==> config.mk <==
export PLATFORM = sky130hd
export DESIGN_NAME = gcpm_cordic
export DESIGN_NICKNAME = d
export VERILOG_FILES = /design/src/sv/gcpm_pkg.sv /design/src/sv/gcpm_cordic.sv
export SDC_FILE = /design/constraint.sdc
export NUM_CORES = 1
export LEC_CHECK = 0
export BUFFER_PORTS_ARGS = -buffer_cell sky130_fd_sc_hd__buf_2
export CORE_MARGIN = 4
export CORE_UTILIZATION = 39
export CTS_CLUSTER_DIAMETER = 80
export DETAILED_ROUTE_END_ITERATION = 10
export PLACE_DENSITY = 0.62
export SLEW_MARGIN = 20
export SYNTH_ARGS = -nofsm -noshare
export SYNTH_HDL_FRONTEND = slang
export SYNTH_SLANG_ARGS = --single-unit
==> constraint.sdc <==
create_clock -name clk -period 6.84 [get_ports clk]
set_clock_uncertainty 0.15 [all_clocks]
set_input_delay 1.368 -clock clk [delete_from_list [all_inputs] [get_ports clk]]
set_output_delay 1.368 -clock clk [all_outputs]
set_load 0.01 [all_outputs]
==> src/sv/gcpm_pkg.sv <==
package gcpm_pkg;

  localparam int MaxPoints = 64;
  localparam int CoordBits = 20;
  localparam int CordicSteps = 16;
  localparam int IdxBits = $clog2(MaxPoints);
  localparam int CntBits = IdxBits + 1;
  localparam int PointBits = 2 * CoordBits;
  localparam int DiffBits = CoordBits + 1;
  localparam int SqBits = 2 * DiffBits;
  localparam int DistBits = SqBits + 1;
  localparam int AccBits = 24;
  localparam int CvBits = DiffBits + 3;
  localparam int StepBits = $clog2(CordicSteps + 1);
  localparam logic signed [AccBits-1:0] HalfPiQ20 = AccBits'(1647099);

  localparam logic CmdLeft = 1'b0;
  localparam logic CmdRight = 1'b1;

  typedef struct packed {
    logic signed [DiffBits-1:0] dx;
    logic signed [DiffBits-1:0] dz;
  } vec_t;

  function automatic logic signed [AccBits-1:0] atan_q20(input logic [4:0] i);
    logic signed [AccBits-1:0] r;
    case (i)
      5'd0: r = AccBits'(823550);
      5'd1: r = AccBits'(486170);
      5'd2: r = AccBits'(256879);
      5'd3: r = AccBits'(130396);
      5'd4: r = AccBits'(65451);
      5'd5: r = AccBits'(32757);
      5'd6: r = AccBits'(16383);
      5'd7: r = AccBits'(8192);
      5'd8: r = AccBits'(4096);
      5'd9: r = AccBits'(2048);
      5'd10: r = AccBits'(1024);
      5'd11: r = AccBits'(512);
      5'd12: r = AccBits'(256);
      5'd13: r = AccBits'(128);
      5'd14: r = AccBits'(64);
      5'd15: r = AccBits'(32);
      5'd16: r = AccBits'(16);
      5'd17: r = AccBits'(8);
      5'd18: r = AccBits'(4);
      5'd19: r = AccBits'(2);
      5'd20: r = AccBits'(1);
      5'd21: r = AccBits'(1);
      default: r = '0;
    endcase
    return r;
  endfunction

endpackage

==> src/sv/gcpm_cordic.sv <==
module gcpm_cordic import gcpm_pkg::*; (
  input  logic                clk,
  input  logic                rst,
  input  logic                go,
  input  vec_t                vin,
  output logic                done,
  output logic signed [15:0]  angle
);

  logic signed [CvBits-1:0] x, y;
  logic signed [AccBits-1:0] acc;
  logic [StepBits-1:0] step;
  logic running;
  logic signed [AccBits-1:0] rnd;

  assign rnd = acc + AccBits'(64);

  // pre-rotate into the right half plane, then one micro-rotation a cycle
  always_ff @(posedge clk) begin
    if (rst) begin
      running <= 1'b0;
      done <= 1'b0;
    end else begin
      done <= 1'b0;
      if (go) begin
        step <= '0;
        running <= 1'b1;
        if (vin.dx < 0 && vin.dz >= 0) begin
          x <= CvBits'(vin.dz);
          y <= -CvBits'(vin.dx);
          acc <= HalfPiQ20;
        end else if (vin.dx < 0) begin
          x <= -CvBits'(vin.dz);
          y <= CvBits'(vin.dx);
          acc <= -HalfPiQ20;
        end else begin
          x <= CvBits'(vin.dx);
          y <= CvBits'(vin.dz);
          acc <= '0;
        end
        if (vin.dx == 0 && vin.dz == 0) begin
          x <= '0;
          y <= '0;
          acc <= AccBits'(-64);
        end
      end else if (running) begin
        if (y > 0) begin
          x <= x + (y >>> step);
          y <= y - (x >>> step);
          acc <= acc + atan_q20(5'(step));
        end else if (y < 0) begin
          x <= x - (y >>> step);
          y <= y + (x >>> step);
          acc <= acc - atan_q20(5'(step));
        end
        if (step == StepBits'(CordicSteps - 1)) begin
          running <= 1'b0;
          done <= 1'b1;
        end
        step <= step + 1'b1;
      end
    end
  end

  assign angle = 16'(rnd >>> 7);

endmodule

Yosys cells after proc, flatten, opt, wreduce, memory -nomap -nowiden
Memories as Yosys holds them, arrays and structs flattened. A register that Yosys moved wholly into a read port is not among the register bits.
Index checks and enable logic that the tools add are counted.
- register bits: 79
- bits in read-only memories: 1280
- input bits: 45
- output and inout port bits: 17
- word-level logic and storage cells: 75
- memories kept: 2
- memory list (memory ; words ; bits a word ; rd ports ; clocked after Yosys merged registers in ; write ports ; RTL line ; RTL):
    (name not given) ; 32 ; 20 ; 1 ; 1 ; 0 ; gcpm_pkg.sv:27 ; case (i)
    (name not given) ; 32 ; 20 ; 1 ; 1 ; 0 ; gcpm_pkg.sv:27 ;
- $add $sub $neg: 10
- $lt $le $gt $ge: 4
- eq/ne operators: 1
- shifts and indexed selects: 2
- muxes and demuxes: 39
- bitwise logic cells: 2
- reductions and logical operators: 9
- operator list (operator ; number):
    $mux W24 ; 30
    $add A24 B24 Y24 ; 3
    $sub A24 B24 Y24 ; 3
    $logic_not A32 Y1 ; 2
    $neg A21 Y24 ; 2
    $sshr A24 B5 Y24 ; 2
    $mux W5 ; 5
    $gt A24 B1 Y1 const B ; 1
    $lt A24 B1 Y1 const B ; 1
    $add A23 B8 Y23 const B ; 1
    $ge A21 B1 Y1 const B ; 1
    $lt A21 B1 Y1 const B ; 1
    $add A5 B1 Y5 const B ; 1
    $eq A5 B4 Y1 const B ; 1
    $mux W1 ; 4
    $reduce_and A3 Y1 ; 1
    $reduce_bool A3 Y1 ; 1
    $reduce_or A3 Y1 ; 1
    $logic_and A1 B1 Y1 ; 2
    $not A1 Y1 ; 2
    $reduce_and A2 Y1 ; 1
    $reduce_bool A2 Y1 ; 1

Depth between registers and ports, before layout
- word-level depth: 11
- mapped depth: 25
- gate-level depth less buffers: 21

Worst setup path before layout
Ideal clock, no wire load.
- path type: input-to-reg
- start point: input go
- end point: register acc[0] (enable)
- data arrival time: 5.128 ns
- data required time: 6.190 ns
- setup slack: 1.062 ns
- stages on the path: 5
- cells stage by stage: clkbuf_1 -> clkbuf_1 -> clkbuf_1 -> a21oi_1 -> nor2_1
- word-level cells in the longest chain between the ends: 2
- RTL lines (item ; RTL line ; RTL):
    start, declared ; gcpm_cordic.sv:4 ; input logic go,
    $reduce_bool A3 Y1 (no line) / $reduce_bool A2 Y1 (equally long branches) ; - ;
    $reduce_and A3 Y1 (no line) (*) ; - ;
    end signal, assigned ; gcpm_cordic.sv:31 ; acc <= HalfPiQ20;
    end signal, assigned ; gcpm_cordic.sv:35 ; acc <= -HalfPiQ20;
    end signal, assigned ; gcpm_cordic.sv:44 ; acc <= AccBits'(-64);
    end, declared ; gcpm_cordic.sv:11 ; logic signed [AccBits-1:0] acc;
Mark *: on every way between the ends. The rest lies on a longest branch, timed or not.
A chain may end at the register's enable or synchronous reset.

Worst setup path in the final report
- start point: register step[0]
- end point: register x[23] (data pin)
- word-level cells in the longest chain between the ends: 6
- RTL lines (item ; RTL line ; RTL):
    start, declared ; gcpm_cordic.sv:12 ; logic [StepBits-1:0] step;
    start signal, assigned ; gcpm_cordic.sv:60 ; step <= step + 1'b1;
    $sshr A24 B5 Y24 (*) ; gcpm_cordic.sv:48, gcpm_cordic.sv:52 ;
    $sub A24 B24 Y24 ; gcpm_cordic.sv:52 ; x <= x - (y >>> step);
    $mux W24 ; gcpm_cordic.sv:51 ; end else if (y < 0) begin
    $mux W24 (*) ; gcpm_cordic.sv:47 ; if (y > 0) begin
    $mux W24 (*) ; gcpm_cordic.sv:46 ; end else if (running) begin
    $mux W24 (*) ; gcpm_cordic.sv:25 ; if (go) begin
    end signal, assigned ; gcpm_cordic.sv:29 ; x <= CvBits'(vin.dz);
    end signal, assigned ; gcpm_cordic.sv:48 ; x <= x + (y >>> step);
    end signal, assigned ; gcpm_cordic.sv:52 ;
    end, declared ; gcpm_cordic.sv:10 ; logic signed [CvBits-1:0] x, y;
Mark *: on every way between the ends. The rest lies on a longest branch, timed or not. The select of a mux whose other input is x is not followed.

==> results.cfg <==
[sta]
setup_violations = 0
period_share = 0.903
rsz0062_at_grt = no
fin_crit_ps = 6180
slew-limit-headroom = 0.306
report.final.slew_viol_count = 0
final-hold-violation-count = 0
fin_tns_setup_ps = 0
max_freq_mhz = 162
tightest_slew_ps = 1040

[route]
drc = 0
wl_per_cell_um = 21.5
via_count = 12800
route.top_layer_used = met4
met1_length_um = 19700
route.met3.wl_um = 3430
ant_nets = 0
dr.pass1.iters = 6
routed_via_density = 6.28
wl_met2_um = 19300
drtIter0Drc = 1216
drt_wl_total_um = 43900

[setup_path]
cp.required_ps = 6950
path_max_fanout = 55
endpoint_kind = flip-flop
crit_family = compound AO/OA/AOI/OAI gates
path_buf_inv = 1
crit_chain = buf_12 -> mux2i_1 -> a211o_1 -> o221ai_1 -> a211oi_1 -> ha_1 -> o21ai_0 -> ha_1 -> nor2b_1 -> o31a_1 -> o311ai_0 -> a211oi_1 -> nor2_1 -> o311a_1 -> o31ai_1 -> or4_1 -> nand2_1
slowest_delay_ps = 620
arrival_ps = 6290
worstSetupPathType = flip-flop to flip-flop
cp-start-kind = flip-flop
slowest_stage = o311ai_0

[logic_synthesis]
synthTopCellsByCount = nand2_1, o21ai_0, nor2_1
synth_ff_type = edfxtp_1
synth_area_per_cell_um2 = 8.40
synth.most_common_cell = nand2_1
synth_area_leaders = edfxtp_1, ha_1, xor2_1
yosys_warnings = 0
synth_cell_types = 97
async_reset_ff_frac = 0
synthCells = 1578
synth_edf_count = 76
netlist_area_mm2 = 0.0133
synth_top_area_frac = 0.172
yosysSeqAreaShare = 0.205
ys_seq_elements = 98
synth_largest_area_cell = edfxtp_1
synth_nets = 1718

[status]
status = finished clean

[floorplan]
core_area_mm2 = 0.0335
io_pins = 62
die_h_um = 192
die_w_um = 192
fp-row-count = 67
die-area_mm2 = 0.0370
initial_core_util = 0.395

[global_route]
gr-total-overflow = 0
grt_max_degree = 84
grt_pass1_vias = 12000
grt_usage = 0.235
antenna_found_initial = 1
grt_pass1_wl_um = 68600

[cells_and_area]
antenna_cells = 0
nNetsFinal = 1730
fin_cells = 2043
area_delta_synth_final_pct = 7.03
fill_cells = 3440
drive_above_1_share = 0.117

[place]
post-dp-hpwl_um = 33800
gp_congestion = 0.996
numPortBuffers = 61
dp_cells = 2027

[power_and_ir_drop]
p_leak_nw = 5.53
power_density_mw_per_mm2 = 279
ir_worst_vdd_uv = 137
power.total_mw = 3.96

[clocking]
ctsHoldBuffers = 0
cts.sinks = 98
cts_root_buf = clkbuf_16
numCtsBuffers = 9
cts_buffer_depth = 2
htreeDepth = 3
cts_setup_buffers = 0
clk_pin_slew_ps = 90
cts_resized = 0
clock_latency_ps = 390
cts_tree = yes

[worst_hold_path]
hp-class = flip-flop to flip-flop

[run]
cap_violations = 0
-- power by group --
part	internal, mW	switching [mW]	total [mW]
Clock	0.253	0.276	0.529
Combinational	1.04	1.43	2.47
Sequential	0.802	0.157	0.959
Total	2.10	1.86	3.96
-- cell families (layout without fill, tap and decap cells) --
| group | after synthesis | after routing | share of synthesized area |
|---|---|---|---|
| xor+xnor | 151 | 151 | 0.101 |
| simple gates | 494 | 494 | 0.183 |
| flops | 98 | 98 | 0.205 |
| compound gates | 496 | 496 | 0.253 |
| buf+inv | 131 | 148 | 0.0443 |
| fa+ha+maj | 95 | 95 | 0.0914 |
| mux | 113 | 113 | 0.122 |
-- routing by layer --
layer	up-vias	GRT usage
met5	-	0
met2	541	0.363
met3	89	0.0421
li1	6050	-
met1	6142	0.336
met4	0	0.0719
-- per-stage QoR --
| step | util | hold WS (ps) | area, um2 | worst slack (ps) |
|---|---|---|---|---|
| after detailed placement | 0.415 | 406 | 13900 | 781 |
| after global routing | 0.423 | 454 | 14200 | 130 |
| final | 0.423 | 421 | 14200 | 661 |
| after global placement | 0.415 | 415 | 13900 | 821 |
| after floorplan | - | 343 | 13300 | 1060 |
| after CTS | 0.423 | 433 | 14200 | 738 |
-- cells in the final DEF, fill, tap and decap left out, types with 42 or more instances in the layout --
cell      count
inv_1        46
buf_2        60
mux2i_1      50
nand2_1     152
a21oi_1      91
nor3_1       42
o211ai_1     43
xnor2_1      74
edfxtp_1     76
nand3_1      47
ha_1         92
o21ai_0     131
xor2_1       76
nor2_1      103
-- worst paths after layout --
check | startpoint | to | cells past startpoint | slack (ps)
worst max register to register | step[0] | x[23] | 17 | 660
worst min register to register | running | done | 1 | 420
worst max-delay path | step[0] | x[23] | 17 | 660
worst min-delay path | running | done | 1 | 420
-- final cells by class --
class,instances,area (um2),area share
Multi-Input combinational cell,1349,9950,0.702
Sequential cell,98,2720,0.192
Tap cell,448,561,0.0395
Timing Repair Buffer,83,485,0.0342
Clock buffer,10,229,0.0161
Inverter,49,184,0.0130
Clock inverter,6,48.8,0.00344
Note: power is estimated with default switching activity, not from simulation.
