$ cat src/sv/gcpm_ram.sv
module gcpm_ram #(
  parameter int Width = 8,
  parameter int Depth = 16
) (
  input  logic                     clk,
  input  logic                     we,
  input  logic [$clog2(Depth)-1:0] waddr,
  input  logic [Width-1:0]         wdata,
  input  logic [$clog2(Depth)-1:0] raddr,
  output logic [Width-1:0]         rdata
);

  logic [Width-1:0] mem [Depth];

  // write and registered read
  always_ff @(posedge clk) begin
    if (we) mem[waddr] <= wdata;
    rdata <= mem[raddr];
  end

endmodule

$ cat config.mk
export PLATFORM = sky130hd
export DESIGN_NAME = gcpm_ram
export DESIGN_NICKNAME = d
export VERILOG_FILES = /design/src/sv/gcpm_ram.sv
export SDC_FILE = /design/constraint.sdc
export NUM_CORES = 1
export LEC_CHECK = 0
export ABC_AREA = 1
export BUFFER_PORTS_ARGS = -buffer_cell sky130_fd_sc_hd__buf_2
export CAP_MARGIN = 25
export CORE_MARGIN = 2
export CORE_UTILIZATION = 50
export CTS_CLUSTER_SIZE = 10
export DETAILED_ROUTE_END_ITERATION = 8
export MAX_ROUTING_LAYER = met4
export PLACE_DENSITY = 0.76
export SLEW_MARGIN = 20
export SYNTH_ARGS = -nofsm -noshare
export SYNTH_HDL_FRONTEND = slang
export SYNTH_SLANG_ARGS = --single-unit
$ cat constraint.sdc
create_clock -name clk -period 2.28 [get_ports clk]
set_input_delay 0.456 -clock clk [delete_from_list [all_inputs] [get_ports clk]]
set_output_delay 0.456 -clock clk [all_outputs]
set_load 0.01 [all_outputs]
Word-level counts from Yosys, hierarchy flattened:

Memory sizes are Yosys's and may differ from the RTL's. A register that Yosys moved wholly into a read port is not among the register bits.
Cells that the tools add are included.

* flip-flop bits (word level): 0
* memories kept: 1
* input bits: 18
* word-level logic and storage cells: 3
* memory bits (writable): 128
* output and inout bits: 8

Memories
* mem: depth 16, width 8, read ports 1, clocked after Yosys merged registers in 1, write ports 1, line 13 `logic [Width-1:0] mem [Depth];`

* multiplexer cells: 2

Operators with widths (count)
* $mux 1: 2

Longest topological paths before layout:

* depth in word-level cells: 2
* depth in mapped cells: 8
* mapped depth without buffers: 7

Least setup slack after synthesis:

OpenSTA, ideal clock, no wires.

* path kind: in2reg
* from: in waddr[2]
* to: mem mem[10][0], enable pin
* path buffers: 0
* data arrival time: 1037 ps
* setup time: 370 ps
* stages on the path: 2
* required time: 1910 ps
* path slack: 873 ps
* cells stage by stage: nand3b_1 > nor2_1

RTL lines
* from (decl): line 7 `input logic [$clog2(Depth)-1:0] waddr,`
* to (decl): line 13

No word-level cell before the write port.

==> flow_summary.html <==
<table>
<tr><th>Metric</th><th>Value</th></tr>
<tr><th colspan="2">STA</th></tr>
<tr><td>Minimum clock period after layout</td><td>about 1.5 ns</td></tr>
<tr><td>Final critical-path setup slack</td><td>~0.81 ns</td></tr>
<tr><td>Final clock skew</td><td>between 0.006 and 0.007 ns</td></tr>
<tr><td>Setup repair after global routing missed its margin</td><td>false</td></tr>
<tr><td>Max-slew violation total from the final report</td><td>0</td></tr>
<tr><td>Final total negative setup slack</td><td>0 ns</td></tr>
<tr><td>Setup-failing EPs final</td><td>0</td></tr>
<tr><td>Worst-Margin Slew</td><td>between 0.7 and 0.8 ns</td></tr>
<tr><td>Fmax</td><td>682.4 MHz</td></tr>
<tr><td>Max-slew headroom at the worst pin</td><td>50.81%</td></tr>
<tr><td>Final hold violation count</td><td>0</td></tr>
<tr><td>Post-route clock period utilization</td><td>about 64%</td></tr>
<tr><th colspan="2">Worst hold path</th></tr>
<tr><td>Path type of the worst min-delay path</td><td>primary input to flip-flop</td></tr>
<tr><td>Hold endpoint</td><td>rdata[2]$_DFF_P_</td></tr>
<tr><td>Worst hold path startpoint</td><td>raddr[3]</td></tr>
<tr><td>Worst hold path depth</td><td>3</td></tr>
<tr><th colspan="2">Floorplanning</th></tr>
<tr><td>Area of the die</td><td>between 10,000 and 15,000 um^2</td></tr>
<tr><td>Number of placed I/O pins</td><td>26</td></tr>
<tr><td>Starting density of the core</td><td>about half</td></tr>
<tr><td>Number of standard-cell rows in the floorplan</td><td>39</td></tr>
<tr><td>Die width</td><td>around 110 um</td></tr>
<tr><td>Die outline height</td><td>between 100 and 150 um</td></tr>
<tr><td>Core outline area</td><td>11,320 um^2</td></tr>
<tr><th colspan="2">Clocking</th></tr>
<tr><td>Max H-tree Level</td><td>4</td></tr>
<tr><td>TritonCTS clock tree</td><td>yes</td></tr>
<tr><td>Post-CTS setup-driven buffer insertion count</td><td>0</td></tr>
<tr><td>Largest buffer count on any clock path</td><td>2</td></tr>
<tr><td>Register clock-pin slew on the reported worst setup and hold paths</td><td>roughly 0.060 ns</td></tr>
<tr><td>Clock latency on the worst-skew pair</td><td>~0.42 ns</td></tr>
<tr><td>Count of instances resized after the clock tree is built</td><td>0</td></tr>
<tr><td>Clock Sink Count</td><td>136</td></tr>
<tr><td>Number of CTS-inserted buffers</td><td>17</td></tr>
<tr><td>Cell chosen for the clock root</td><td>sky130_fd_sc_hd__clkbuf_16</td></tr>
<tr><td>Post-cts hold buffer count</td><td>0</td></tr>
<tr><th colspan="2">Placed design</th></tr>
<tr><td>Placed cell areas</td><td>~6000 um^2</td></tr>
<tr><td>GP Congestion</td><td>0.8616</td></tr>
<tr><td>Buffers on Ports</td><td>25</td></tr>
<tr><td>Total instance count after detailed placement</td><td>slightly above 700</td></tr>
<tr><td>Post-Place Setup Slack</td><td>0.4547 ns</td></tr>
<tr><td>DP Wirelength</td><td>roughly 8000 um</td></tr>
<tr><th colspan="2">Synth</th></tr>
<tr><td>Number of distinct library cells after synthesis</td><td>12</td></tr>
<tr><td>Basic-gate share of the synthesized area counting and, or, nand and nor cells</td><td>roughly a fifth</td></tr>
<tr><td>Post-synthesis sequential area ratio</td><td>69.43%</td></tr>
<tr><td>Top cell type by total area after synthesis</td><td>sky130_fd_sc_hd__edfxtp_1</td></tr>
<tr><td>Total nets after synthesis</td><td>between 500 and 600</td></tr>
<tr><td>FFs w/ async S/R, synth</td><td>0%</td></tr>
<tr><td>Predominant post-synthesis flop cell</td><td>sky130_fd_sc_hd__edfxtp_1</td></tr>
<tr><td>Largest family of logic cells by synthesized area</td><td>simple AND/OR/NAND/NOR gates</td></tr>
<tr><td>Most common cell in the synthesized netlist</td><td>sky130_fd_sc_hd__nand2_1</td></tr>
<tr><td>Instance count of the mapped netlist</td><td>approximately 550</td></tr>
<tr><td>Fraction of synthesized cell area in xor and xnor cells</td><td>0%</td></tr>
<tr><td>Synthesized-area fraction occupied by ao, oa, aoi and oai cells</td><td>0%</td></tr>
<tr><td>Combined area of all synthesized cells</td><td>slightly below 6000 um^2</td></tr>
<tr><td>Post-Synth Adder-Cell Area</td><td>0%</td></tr>
<tr><td>Commonest cells in the netlist</td><td>sky130_fd_sc_hd__nand2_1, sky130_fd_sc_hd__edfxtp_1, sky130_fd_sc_hd__inv_1</td></tr>
<tr><td>Count of flip-flops with a built-in enable after synthesis</td><td>about 130</td></tr>
<tr><td>Yosys warnings</td><td>0</td></tr>
<tr><td>Average cell area after synthesis</td><td>~10 um^2</td></tr>
<tr><td>Post-synth top area share</td><td>around 67%</td></tr>
<tr><td>Top post-synthesis cells by area</td><td>sky130_fd_sc_hd__edfxtp_1, sky130_fd_sc_hd__nand2_1, sky130_fd_sc_hd__nand3_1</td></tr>
<tr><td>Share of synthesized area spent on multiplexers</td><td>0%</td></tr>
<tr><td>Count of state elements after synthesis</td><td>around 140</td></tr>
<tr><th colspan="2">Routing</th></tr>
<tr><td>Number of antenna-violating nets in the routed design</td><td>0</td></tr>
<tr><td>Via density per instance</td><td>approximately 5.3</td></tr>
<tr><td>Average wire length per cell after detail routing</td><td>around 18 um</td></tr>
<tr><td>Vias</td><td>around 3,900</td></tr>
<tr><td>Final routed wirelength across all metal layers</td><td>~13,000 um</td></tr>
<tr><td>Final routed DRC violation total</td><td>0</td></tr>
<tr><td>DRT Pass-1 Iters</td><td>5</td></tr>
<tr><td>Drt initial violations</td><td>423</td></tr>
<tr><th colspan="2">Power and ir drop</th></tr>
<tr><td>Static power due to leakage</td><td>2.847 nW</td></tr>
<tr><td>Tot Pwr</td><td>5.673 mW</td></tr>
<tr><td>Total power divided by cell area</td><td>between 800 and 900 nW/um^2</td></tr>
<tr><td>Worst vdd ir</td><td>~540 uV</td></tr>
<tr><th colspan="2">Worst setup path</th></tr>
<tr><td>Flop-to-flop setup slack</td><td>1.22 ns</td></tr>
<tr><td>Element type at the critical path start</td><td>primary input</td></tr>
<tr><td>Largest fanout of any net on the critical path</td><td>64</td></tr>
<tr><td>Worst Reg2Reg Path Length in Cells</td><td>6</td></tr>
<tr><td>Path type of the worst setup path</td><td>primary input to flip-flop</td></tr>
<tr><td>WP data arrival</td><td>~1.8 ns</td></tr>
<tr><td>Startpoint of the most critical register-to-register path</td><td>mem[9][4]$_DFFE_PP_</td></tr>
<tr><td>Type of destination of the critical path</td><td>flip-flop</td></tr>
<tr><td>Worst EP required</td><td>2.58 ns</td></tr>
<tr><td>R2R Path End</td><td>rdata[4]$_DFF_P_</td></tr>
<tr><th colspan="2">Final layout</th></tr>
<tr><td>Post-route non-filler standard cell count</td><td>between 700 and 800</td></tr>
<tr><td>Nets</td><td>602</td></tr>
<tr><td>Number of diodes</td><td>0</td></tr>
<tr><td>Layout Area Growth over Synthesis</td><td>13.86%</td></tr>
<tr><td>Ratio of cells with drive above 1 in the final layout</td><td>a little under an eighth</td></tr>
<tr><td>Number of fill cells in the layout</td><td>890</td></tr>
<tr><td>Cell area after layout</td><td>between 6000 and 7000 um^2</td></tr>
<tr><th colspan="2">Global route</th></tr>
<tr><td>Met2 track demand over resource</td><td>between 30% and 40%</td></tr>
<tr><td>Gr usage total</td><td>between 20 and 25%</td></tr>
<tr><td>Remaining global-route overflow</td><td>0</td></tr>
<tr><td>Antenna violations before repair</td><td>0</td></tr>
<tr><td>Global-route wire length before repair</td><td>between 20,000 and 25,000 um</td></tr>
<tr><td>Grt met3 use</td><td>4.845%</td></tr>
<tr><td>Met1 capacity usage during global routing</td><td>between 20% and 30%</td></tr>
<tr><td>Most crowded layer after global routing</td><td>met2</td></tr>
<tr><td>Number of global-route vias before repair</td><td>a little under 4,000</td></tr>
<tr><td>Largest net degree at the start of global routing</td><td>65</td></tr>
<tr><th colspan="2">Run status</th></tr>
<tr><td>Result of the run</td><td>completed</td></tr>
<tr><th colspan="2">Run</th></tr>
<tr><td>Max Cap Viol</td><td>0</td></tr>
</table>
==> how the worst max path moves through the flow <==
stage | start | to | slack (ns) | cells after the start
after global placement | raddr[0] | rdata[7]$_DFF_P_ | 0.49 | 7
after detailed placement | raddr[0] | rdata[4]$_DFF_P_ | 0.45 | 7
after floorplan | waddr[2] | mem[10][0]$_DFFE_PP_ | 0.87 | 2
final | raddr[0] | rdata[4]$_DFF_P_ | 0.81 | 7
after global routing | raddr[0] | rdata[4]$_DFF_P_ | 0.74 | 7
after CTS | rdata[7]$_DFF_P_ | rdata[7] | 0.85 | 1
==> critical path, stage by stage <==
cell	delay, ns
sky130_fd_sc_hd__buf_2	0.11
sky130_fd_sc_hd__buf_4	0.57
sky130_fd_sc_hd__nand2_1	0.17
sky130_fd_sc_hd__nand3_1	0.13
sky130_fd_sc_hd__nand3_1	0.12
sky130_fd_sc_hd__nand3_1	0.12
sky130_fd_sc_hd__nand2_1	0.07
==> state kept, by name, indices dropped and copies added, names as in the netlist <==
| name | cells |
|---|---|
| rdata | 8 |
| mem | 128 |
==> per-layer routing <==
| layer | wire (um) | up-vias | part of all wire (%) |
|---|---|---|---|
| li1 | - | 1840 | - |
| met1 | 5163 | 1885 | 40 |
| met2 | 6486 | 194 | 50 |
| met3 | 952 | 29 | 7.3 |
| met4 | 410 | 0 | 3.2 |
| met5 | 0 | - | 0 |
==> power by group <==
group          total [mW]  internal, mW  switching (mW)
Combinational       0.340        0.0956           0.245
Clock                2.51          1.52           0.997
Sequential           2.82          2.80          0.0217
==> cells by family after synthesis <==
family | after synthesis
buf+inv | 126
flops | 136
simple gates | 289
==> metrics by stage <==
stage	hold WS [ns]	util, %
3_5_place_dp	0.6469	53.13
2_1_floorplan	0.5549	-
6_report	0.4021	58.00
4_1_cts	0.3794	58.00
3_3_place_gp	0.6478	53.13
5_1_grt	0.4001	58.00
==> layout by cell type, fill, tap and decap left out <==
cell                           n
sky130_fd_sc_hd__buf_12        1
sky130_fd_sc_hd__clkinv_1      1
sky130_fd_sc_hd__nand3_1      97
sky130_fd_sc_hd__edfxtp_1    128
sky130_fd_sc_hd__clkbuf_16    17
sky130_fd_sc_hd__nand3b_1      2
sky130_fd_sc_hd__inv_1       100
sky130_fd_sc_hd__clkinv_4      3
sky130_fd_sc_hd__dfxtp_1       8
sky130_fd_sc_hd__clkbuf_8      1
sky130_fd_sc_hd__clkinvlp_4    4
sky130_fd_sc_hd__buf_4        12
sky130_fd_sc_hd__bufinv_16     1
sky130_fd_sc_hd__inv_2         2
sky130_fd_sc_hd__nor2_1       17
sky130_fd_sc_hd__clkinv_2      3
sky130_fd_sc_hd__nand2_1     173
sky130_fd_sc_hd__buf_2        25
sky130_fd_sc_hd__clkbuf_1      2
==> cell type report <==
type,count,area (um^2),share of cell area (%)
clock inverters,12,105.1,1.601
multi-input cells,289,1214,18.48
well taps,143,178.9,2.725
repair buffers,38,235.2,3.582
flip-flops and latches,136,4004,60.98
clock buffers,20,446.7,6.803
inverters,102,382.9,5.831
No activity file was read; power rests on OpenSTA's default activity.
